`src/hdl/pmfp_pkg.sv`:
```
`default_nettype none

package pmfp_pkg;

    localparam int MAX_ROWS        = 8;
    localparam int MAX_INNER       = 8;
    localparam int MAX_COLS        = 8;
    localparam int MAX_MESH        = 64;
    localparam int MAX_ORDER       = 4;
    localparam int NODE_SLICES     = MAX_MESH + 1;
    localparam int CORR_SLICES     = MAX_ORDER * MAX_MESH;
    localparam int RES_CORR_SLICES = 2 * MAX_ORDER * MAX_MESH;
    localparam int NODE_DEPTH      = NODE_SLICES * 64;
    localparam int CORR_DEPTH      = CORR_SLICES * 64;
    localparam int RCORR_DEPTH     = RES_CORR_SLICES * 64;

    typedef enum logic [2:0] {
        CMD_LOAD_LEFT_NODE  = 3'd0,
        CMD_LOAD_LEFT_CORR  = 3'd1,
        CMD_LOAD_RIGHT_NODE = 3'd2,
        CMD_LOAD_RIGHT_CORR = 3'd3,
        CMD_COMPUTE         = 3'd4,
        CMD_READ_NODE       = 3'd5,
        CMD_READ_CORR       = 3'd6
    } t_cmd;

    typedef enum logic [2:0] {
        OP_LOAD_LN,
        OP_LOAD_LC,
        OP_LOAD_RN,
        OP_LOAD_RC,
        OP_COMPUTE,
        OP_READ_NODE,
        OP_READ_CORR
    } t_op;

    typedef enum logic [2:0] {
        REG_ROW_COUNT    = 3'd0,
        REG_INNER_COUNT  = 3'd1,
        REG_COLUMN_COUNT = 3'd2,
        REG_MESH         = 3'd3,
        REG_LEFT_ORDER   = 3'd4,
        REG_RIGHT_ORDER  = 3'd5
    } t_reg;

    typedef enum logic [2:0] {
        B_IDLE,
        B_CLEAR,
        B_ISSUE,
        B_WAIT,
        B_FIN,
        B_RDADDR,
        B_RDOUT
    } t_bstate;

    // product terms: T_NODE for the node pass, the rest in the order they first occur in one interval
    typedef enum logic [2:0] {
        T_NODE,
        T_DD_NEG,
        T_DD_POS,
        T_NC,
        T_DC,
        T_CN,
        T_CD,
        T_CC
    } t_term;

    typedef enum logic [1:0] {
        SRC_NODE,
        SRC_DIFF,
        SRC_CORR
    } t_src;

    typedef struct packed {
        t_op                op;
        logic [2:0]         row;
        logic [2:0]         col;
        logic [8:0]         slice;
        logic signed [31:0] value;
    } t_item;

    typedef struct packed {
        logic [3:0] nr;
        logic [3:0] ni;
        logic [3:0] nc;
        logic [6:0] p;
        logic [2:0] r1;
        logic [2:0] r2;
    } t_cfg;

    function automatic logic [3:0] clamp_dim(input logic [3:0] v, input logic [3:0] hi);
        if (v == 4'd0) begin
            return 4'd1;
        end else if (v > hi) begin
            return hi;
        end
        return v;
    endfunction

    function automatic logic [6:0] clamp_mesh(input logic [6:0] v);
        if (v == 7'd0) begin
            return 7'd1;
        end else if (v > 7'(MAX_MESH)) begin
            return 7'(MAX_MESH);
        end
        return v;
    endfunction

    function automatic logic [2:0] clamp_order(input logic [2:0] v);
        if (v > 3'(MAX_ORDER)) begin
            return 3'(MAX_ORDER);
        end
        return v;
    endfunction

    function automatic logic signed [63:0] sat_add64(input logic signed [63:0] a,
                                                     input logic signed [63:0] b);
        logic signed [64:0] s;
        s = {a[63], a} + {b[63], b};
        if (s[64] != s[63]) begin
            return s[64] ? {1'b1, 63'd0} : {1'b0, {63{1'b1}}};
        end
        return s[63:0];
    endfunction

    function automatic logic signed [63:0] sat_sub64(input logic signed [63:0] a,
                                                     input logic signed [63:0] b);
        logic signed [64:0] s;
        s = {a[63], a} - {b[63], b};
        if (s[64] != s[63]) begin
            return s[64] ? {1'b1, 63'd0} : {1'b0, {63{1'b1}}};
        end
        return s[63:0];
    endfunction

    // hi - lo, saturated to 32 bits
    function automatic logic signed [31:0] sat_diff32(input logic signed [31:0] lo,
                                                      input logic signed [31:0] hi);
        logic signed [32:0] d;
        d = {hi[31], hi} - {lo[31], lo};
        if (d[32] != d[31]) begin
            return d[32] ? {1'b1, 31'd0} : {1'b0, {31{1'b1}}};
        end
        return d[31:0];
    endfunction

    // Q32.32 -> Q16.16, floor and saturate
    function automatic logic signed [31:0] to_q16(input logic signed [63:0] v);
        if ((v[63:47] != {17{1'b0}}) && (v[63:47] != {17{1'b1}})) begin
            return v[63] ? {1'b1, 31'd0} : {1'b0, {31{1'b1}}};
        end
        return v[47:16];
    endfunction

endpackage

`default_nettype wire

```
`src/hdl/pmfp_in_if.sv`:
```
`default_nettype none

interface pmfp_in_if;
    logic               valid;
    logic               ready;
    logic [2:0]         command;
    logic [2:0]         row_index;
    logic [2:0]         col_index;
    logic [8:0]         slice_index;
    logic signed [31:0] value;

    modport source (output valid, output command, output row_index, output col_index,
                    output slice_index, output value, input ready);
    modport sink   (input valid, input command, input row_index, input col_index,
                    input slice_index, input value, output ready);
endinterface

`default_nettype wire

```
`src/hdl/pmfp_front.sv`:
```
`default_nettype none

// Decodes commands, drops the ones with no effect, queues the rest (2 deep).
module pmfp_front (
    input  wire logic            i_clk,
    input  wire logic            i_rst_n,
    pmfp_in_if.sink              i_cmd,
    output logic                 o_q_valid,
    output pmfp_pkg::t_item      o_q_item,
    input  wire logic            i_q_pop
);

    pmfp_pkg::t_item r_q [2];
    logic            r_wp;
    logic            r_rp;
    logic [1:0]      r_cnt;

    pmfp_pkg::t_item n_item;
    logic            keep;
    logic            push;

    always_comb begin
        keep         = 1'b1;
        n_item.op    = pmfp_pkg::OP_COMPUTE;
        n_item.row   = i_cmd.row_index;
        n_item.col   = i_cmd.col_index;
        n_item.slice = i_cmd.slice_index;
        n_item.value = i_cmd.value;
        unique case (i_cmd.command)
            pmfp_pkg::CMD_LOAD_LEFT_NODE: begin
                n_item.op = pmfp_pkg::OP_LOAD_LN;
                keep      = i_cmd.slice_index < 9'(pmfp_pkg::NODE_SLICES);
            end
            pmfp_pkg::CMD_LOAD_LEFT_CORR: begin
                n_item.op = pmfp_pkg::OP_LOAD_LC;
                keep      = i_cmd.slice_index < 9'(pmfp_pkg::CORR_SLICES);
            end
            pmfp_pkg::CMD_LOAD_RIGHT_NODE: begin
                n_item.op = pmfp_pkg::OP_LOAD_RN;
                keep      = i_cmd.slice_index < 9'(pmfp_pkg::NODE_SLICES);
            end
            pmfp_pkg::CMD_LOAD_RIGHT_CORR: begin
                n_item.op = pmfp_pkg::OP_LOAD_RC;
                keep      = i_cmd.slice_index < 9'(pmfp_pkg::CORR_SLICES);
            end
            pmfp_pkg::CMD_COMPUTE:   n_item.op = pmfp_pkg::OP_COMPUTE;
            pmfp_pkg::CMD_READ_NODE: n_item.op = pmfp_pkg::OP_READ_NODE;
            pmfp_pkg::CMD_READ_CORR: n_item.op = pmfp_pkg::OP_READ_CORR;
            default:                 keep = 1'b0;
        endcase
    end

    assign i_cmd.ready = (r_cnt != 2'd2);
    assign push        = i_cmd.valid && i_cmd.ready && keep;
    assign o_q_valid   = (r_cnt != 2'd0);
    assign o_q_item    = r_q[r_rp];

    always_ff @(posedge i_clk) begin
        if (push) begin
            r_q[r_wp] <= n_item;
        end
    end

    always_ff @(posedge i_clk) begin
        if (!i_rst_n) begin
            r_wp  <= 1'b0;
            r_rp  <= 1'b0;
            r_cnt <= 2'd0;
        end else begin
            if (push) begin
                r_wp <= ~r_wp;
            end
            if (i_q_pop) begin
                r_rp <= ~r_rp;
            end
            r_cnt <= r_cnt + 2'(push) - 2'(i_q_pop);
        end
    end

endmodule

`default_nettype wire

```
`src/flat_wrapper.sv`:
```
// flat-port wrapper written by rule: the top's interface ports become plain ports
module pmfp_front_flat 
  (i_clk, i_rst_n, o_q_valid, o_q_item, i_q_pop, i_cmd_valid, i_cmd_command, i_cmd_row_index, i_cmd_col_index, i_cmd_slice_index, i_cmd_value, i_cmd_ready);
  pmfp_in_if i_cmd_i ();
  input  wire logic i_clk;
  input  wire logic i_rst_n;
  output logic o_q_valid;
  output pmfp_pkg::t_item o_q_item;
  input  wire logic i_q_pop;
  input wire logic [$bits(i_cmd_i.valid)-1:0] i_cmd_valid;
  input wire logic [$bits(i_cmd_i.command)-1:0] i_cmd_command;
  input wire logic [$bits(i_cmd_i.row_index)-1:0] i_cmd_row_index;
  input wire logic [$bits(i_cmd_i.col_index)-1:0] i_cmd_col_index;
  input wire logic [$bits(i_cmd_i.slice_index)-1:0] i_cmd_slice_index;
  input wire logic [$bits(i_cmd_i.value)-1:0] i_cmd_value;
  output wire logic [$bits(i_cmd_i.ready)-1:0] i_cmd_ready;
  assign i_cmd_i.valid = i_cmd_valid;
  assign i_cmd_i.command = i_cmd_command;
  assign i_cmd_i.row_index = i_cmd_row_index;
  assign i_cmd_i.col_index = i_cmd_col_index;
  assign i_cmd_i.slice_index = i_cmd_slice_index;
  assign i_cmd_i.value = i_cmd_value;
  assign i_cmd_ready = i_cmd_i.ready;
  pmfp_front u_core (.i_clk(i_clk), .i_rst_n(i_rst_n), .i_cmd(i_cmd_i), .o_q_valid(o_q_valid), .o_q_item(o_q_item), .i_q_pop(i_q_pop));
endmodule
```
`config.mk`:
```
export PLATFORM = sky130hd
export DESIGN_NAME = pmfp_front_flat
export DESIGN_NICKNAME = d
export VERILOG_FILES = /design/src/hdl/pmfp_pkg.sv /design/src/hdl/pmfp_in_if.sv /design/src/hdl/pmfp_front.sv /design/src/flat_wrapper.sv
export SDC_FILE = /design/constraint.sdc
export NUM_CORES = 1
export LEC_CHECK = 0
export ABC_AREA = 1
export BUFFER_PORTS_ARGS = -buffer_cell sky130_fd_sc_hd__buf_2
export CAP_MARGIN = 20
export CORE_ASPECT_RATIO = 0.6
export CORE_UTILIZATION = 49
export DETAILED_ROUTE_END_ITERATION = 8
export GPL_TIMING_DRIVEN = 0
export PLACE_DENSITY = 0.75
export RECOVER_POWER = 100
export SETUP_SLACK_MARGIN = 0.4
export SLEW_MARGIN = 30
export SYNTH_ARGS = -nofsm -noshare
export SYNTH_HDL_FRONTEND = slang
export SYNTH_SLANG_ARGS = --single-unit
```
`constraint.sdc`:
```
create_clock -name i_clk -period 4.9 [get_ports i_clk]
set_input_delay 0.98 -clock i_clk [delete_from_list [all_inputs] [get_ports i_clk]]
set_output_delay 0.98 -clock i_clk [all_outputs]
set_load 0.01 [all_outputs]
```
==> out/summary.md <==
### Outcome
• result of the run: finished, final reports clean

### Clocking
• Clk Latency, worst-skew pair: 0.34 ns
• clock tree sinks: 105
• TritonCTS clock tree: done
• clock edge transition at the registers on the reported setup and hold paths: 0.06 ns
• CTS resizes: 0
• post-CTS setup repair buffer count: 0
• number of buffers created by CTS: 9
• cell at the root of the clock tree: clkbuf_16
• cts hold-fix bufs: 0
• maximum clock path buffer count: 2
• number of H-tree branching levels: 3

### Synthesis
• number of synthesized flops with an enable pin: 100
• count of synthesis-stage warnings from yosys: 0
• top_reg_cell synth: edfxtp_1
• Post-Synthesis Cell Area: 0.00398 sq mm
• post-synthesis register bit count: 105
• Synth Area in Simple Gates: 3.08%
• complex-gate fraction of the synthesized area: 1.16%
• post-synthesis xor/xnor area fraction: 0.220%
• number of different library cells in the post-synthesis netlist: 21
• main combinational cell family by area after synthesis: multiplexers
• cell types occupying the most area after synthesis: edfxtp_1, mux2_1, mux2_2
• Synth Area per Inst: 18.9 sq um
• sequential cell area fraction in the yosys report: 78.0%
• adder and majority cell fraction of the synthesized area: 0.629%
• post-synthesis cell count: 211
• Yosys top cell area share: 75.5%
• Mapped Nets: 267
• share of synthesized area spent on multiplexers: 14.2%
• most frequent cell after synthesis: edfxtp_1
• Post-synth top cells: edfxtp_1, mux2_1, mux2_2, inv_1, nand2_1
• cell type with the largest total area after synthesis: edfxtp_1
• post-synthesis async set-or-reset flop share: 0%

### Setup path
• ordered cell list for the critical path: clkbuf_1, nand2_2, nor2_4, nand3_1, nand3_1, nand2_1, nand3_1, clkinvlp_2, buf_12
• kind of cell adding the most delay to the critical path: buffers and inverters
• reg2reg path depth: 7
• biggest cell delay along the critical path: 0.93 ns
• CP Buf/Inv Count: 3
• startpoint of the lowest-slack register-to-register path: u_core.r_cnt[0]$_SDFF_PN0_
• startpoint kind of the worst setup timing path: primary input
• critical path start-end classification: primary input to register
• library cell contributing the largest single delay on the critical path: clkinvlp_2
• kind of end point of the critical path: register
• Reg-to-Reg End: u_core.r_q[1][12]$_DFFE_PP_
• worst reg2reg setup slack: 2.43 ns
• data arrival time of the critical path: 3.20 ns
• data required time at the worst endpoint: 4.98 ns
• maximum fanout along the worst path: 26
• cell mode on critical path: nand3_1

### Drt
• post-detailed-route DRC marker count: 0
• routed via count: 2127
• number of iterations in the first detailed-routing pass: 4
• Detail Route Antenna Nets: 0
• per-cell via count in the routed design: 4.81
• final wirelength: 6790 microns
• per-cell routed wire length: 15.4 microns
• violation count after the first detailed-route iteration: 97

### Floorplan
• initial standard-cell utilization of the core: 50.5%
• total die area: 0.00850 sq mm
• Core Footprint: 0.00788 sq mm
• count of pins on the block boundary: 106
• Chip Height: 71.8 microns
• row count: 25
• chip width: 118 microns

### Timing
• Max Slew Vio Count: 0
• number of setup violations in the final report: 0
• Layout Skew: 0.00445 ns
• Slew @ Worst Pin: 1.36 ns
• Final WS setup: 1.78 ns
• hold slack: 0.491 ns
• Highest Clock Rate: 320 MHz
• setup repair after global routing missed its margin: false
• post-route clock period utilization: 63.7%
• final critical-path required period: 3.12 ns
• endpoints failing hold: 0
• headroom to the max-slew limit: 9.09%

### Placed design
• Port Buffers: 105
• placed instance count: 427
• post-DP HPWL: 4600 microns
• pre-CTS setup slack: 2.18 ns
• Placed Instance Area: 0.00472 sq mm
• final weighted congestion in routability-driven placement: 0.768

### Pwr
• highest ir drop seen on vdd: 0.000231 V
• power density cells: 396 mW/mm^2
• Static Leak: 1.70 nW
• total design power: 1.93 mW

### GRT
• met3 demand-to-capacity share in global routing: 5.97%
• vias in the first global route: 2110
• Top Usage Layer GRT: met2
• met2 Resource Use GR: 27.3%
• met1 track demand over resource in global routing: 21.7%
• largest net degree at the start of global routing: 27
• overall track demand over capacity in global routing: 17.0%
• Remaining Overflow, GRT: 0
• number of antenna violations at the first check in global routing: 0
• wire length of the first global-routing pass: 10500 microns

### Finish
• number of nets in the layout: 386
• number of fillers in the final layout: 652
• final cell count without fillers: 442
• share of cells above drive strength 1: 24.6%
• Antenna diodes: 0
• post-synthesis to final-layout area growth: 22.6%
• post-route cell area: 0.00488 sq mm

### Run
• number of violations of the max-capacitance limit: 0

### Hold path
• Min-Delay Path Class: register to register
• hold worst-path end: u_core.r_cnt[1]$_SDFF_PN0_
• number of stages on the worst hold path: 2
• Worst Hold Launch: u_core.r_cnt[1]$_SDFF_PN0_

==> cell usage in the layout (no fill, tap or decap), drive strengths merged <==
| cell type | n |
|---|---|
| a31oi | 1 |
| xnor2 | 1 |
| nand2 | 13 |
| a21boi | 2 |
| inv | 11 |
| clkinvlp | 4 |
| buf | 41 |
| a21oi | 4 |
| edfxtp | 100 |
| clkinv | 2 |
| mux2 | 50 |
| dfxtp | 5 |
| nor2 | 9 |
| o21ai | 1 |
| nand3 | 4 |
| ha | 2 |
| clkbuf | 83 |
| bufinv | 1 |
==> power breakdown <==
part | switching, mW | total [mW] | internal [mW]
Combinational | 0.116 | 0.198 | 0.0821
Sequential | 0.0103 | 1.05 | 1.04
Clock | 0.294 | 0.688 | 0.394
Total | 0.420 | 1.93 | 1.51
==> state kept, by name, indices dropped and copies added, names as in the netlist, named ones only <==
signal	cells
u_core.r_q	100
u_core.r_cnt	2
u_core.r_rp	1
u_core.r_wp	1
==> layout make-up <==
| type | count | area (sq um) | area share, % |
|---|---|---|---|
| flip-flops and latches | 105 | 3100 | 63.6 |
| multi-input cells | 87 | 758 | 15.5 |
| repair buffers | 108 | 515 | 10.6 |
| clock buffers | 9 | 225 | 4.62 |
| well taps | 108 | 135 | 2.77 |
| clock inverters | 6 | 70.1 | 1.44 |
| inverters | 12 | 46.3 | 0.949 |
| plain buffers | 7 | 26.3 | 0.538 |
==> per-layer routing <==
layer | vias up | part of all wire, % | wire length (microns)
met4 | 0 | 1.2 | 79
met2 | 70 | 46 | 3150
met3 | 8 | 6.8 | 464
met1 | 1020 | 46 | 3090
li1 | 1029 | - | -
met5 | - | 0 | 0
==> kinds of logic (layout without fill, tap and decap cells) <==
logic type	after synthesis	in the layout
xor gates and xnor gates	1	1
and+or+nand+nor	26	26
AOI/OAI and AO/OA	8	8
adders and majority gates	2	2
buffers and inverters	19	142
muxes	50	50
DFF	105	105
==> worst reg2reg max path, cell delays in order, from the launching register on <==
cell        delay, ns
dfxtp_1          0.30
inv_1            0.10
nand2_1          0.08
nand2_1          0.07
inv_1            0.06
nand3_1          0.12
clkinvlp_2       0.93
buf_12           0.54
==> stage by stage <==
stage                     util (%)  TNS (ns)
after floorplan                  -         0
after global placement        58.9    -26.72
after detailed placement      59.9         0
after CTS                     63.7         0
after global routing          61.9         0
final                         61.9         0
==> how the worst max path moves through the flow <==
| stage | startpoint | cells after the start | end |
|---|---|---|---|
| 4_1_cts | register | 4 | o_q_item[17] |
| 5_1_grt | i_cmd_slice_index[1] | 10 | u_core.r_q[1][1]$_DFFE_PP_ |
| 2_1_floorplan | i_cmd_slice_index[3] | 7 | u_core.r_q[0][0]$_DFFE_PP_ |
| 3_3_place_gp | i_cmd_slice_index[1] | 8 | u_core.r_q[0][28]$_DFFE_PP_ |
| 3_5_place_dp | i_cmd_slice_index[1] | 9 | u_core.r_q[0][11]$_DFFE_PP_ |
| 6_report | i_cmd_slice_index[6] | 9 | u_core.r_q[1][12]$_DFFE_PP_ |
Note: power is estimated with default switching activity, not from simulation.
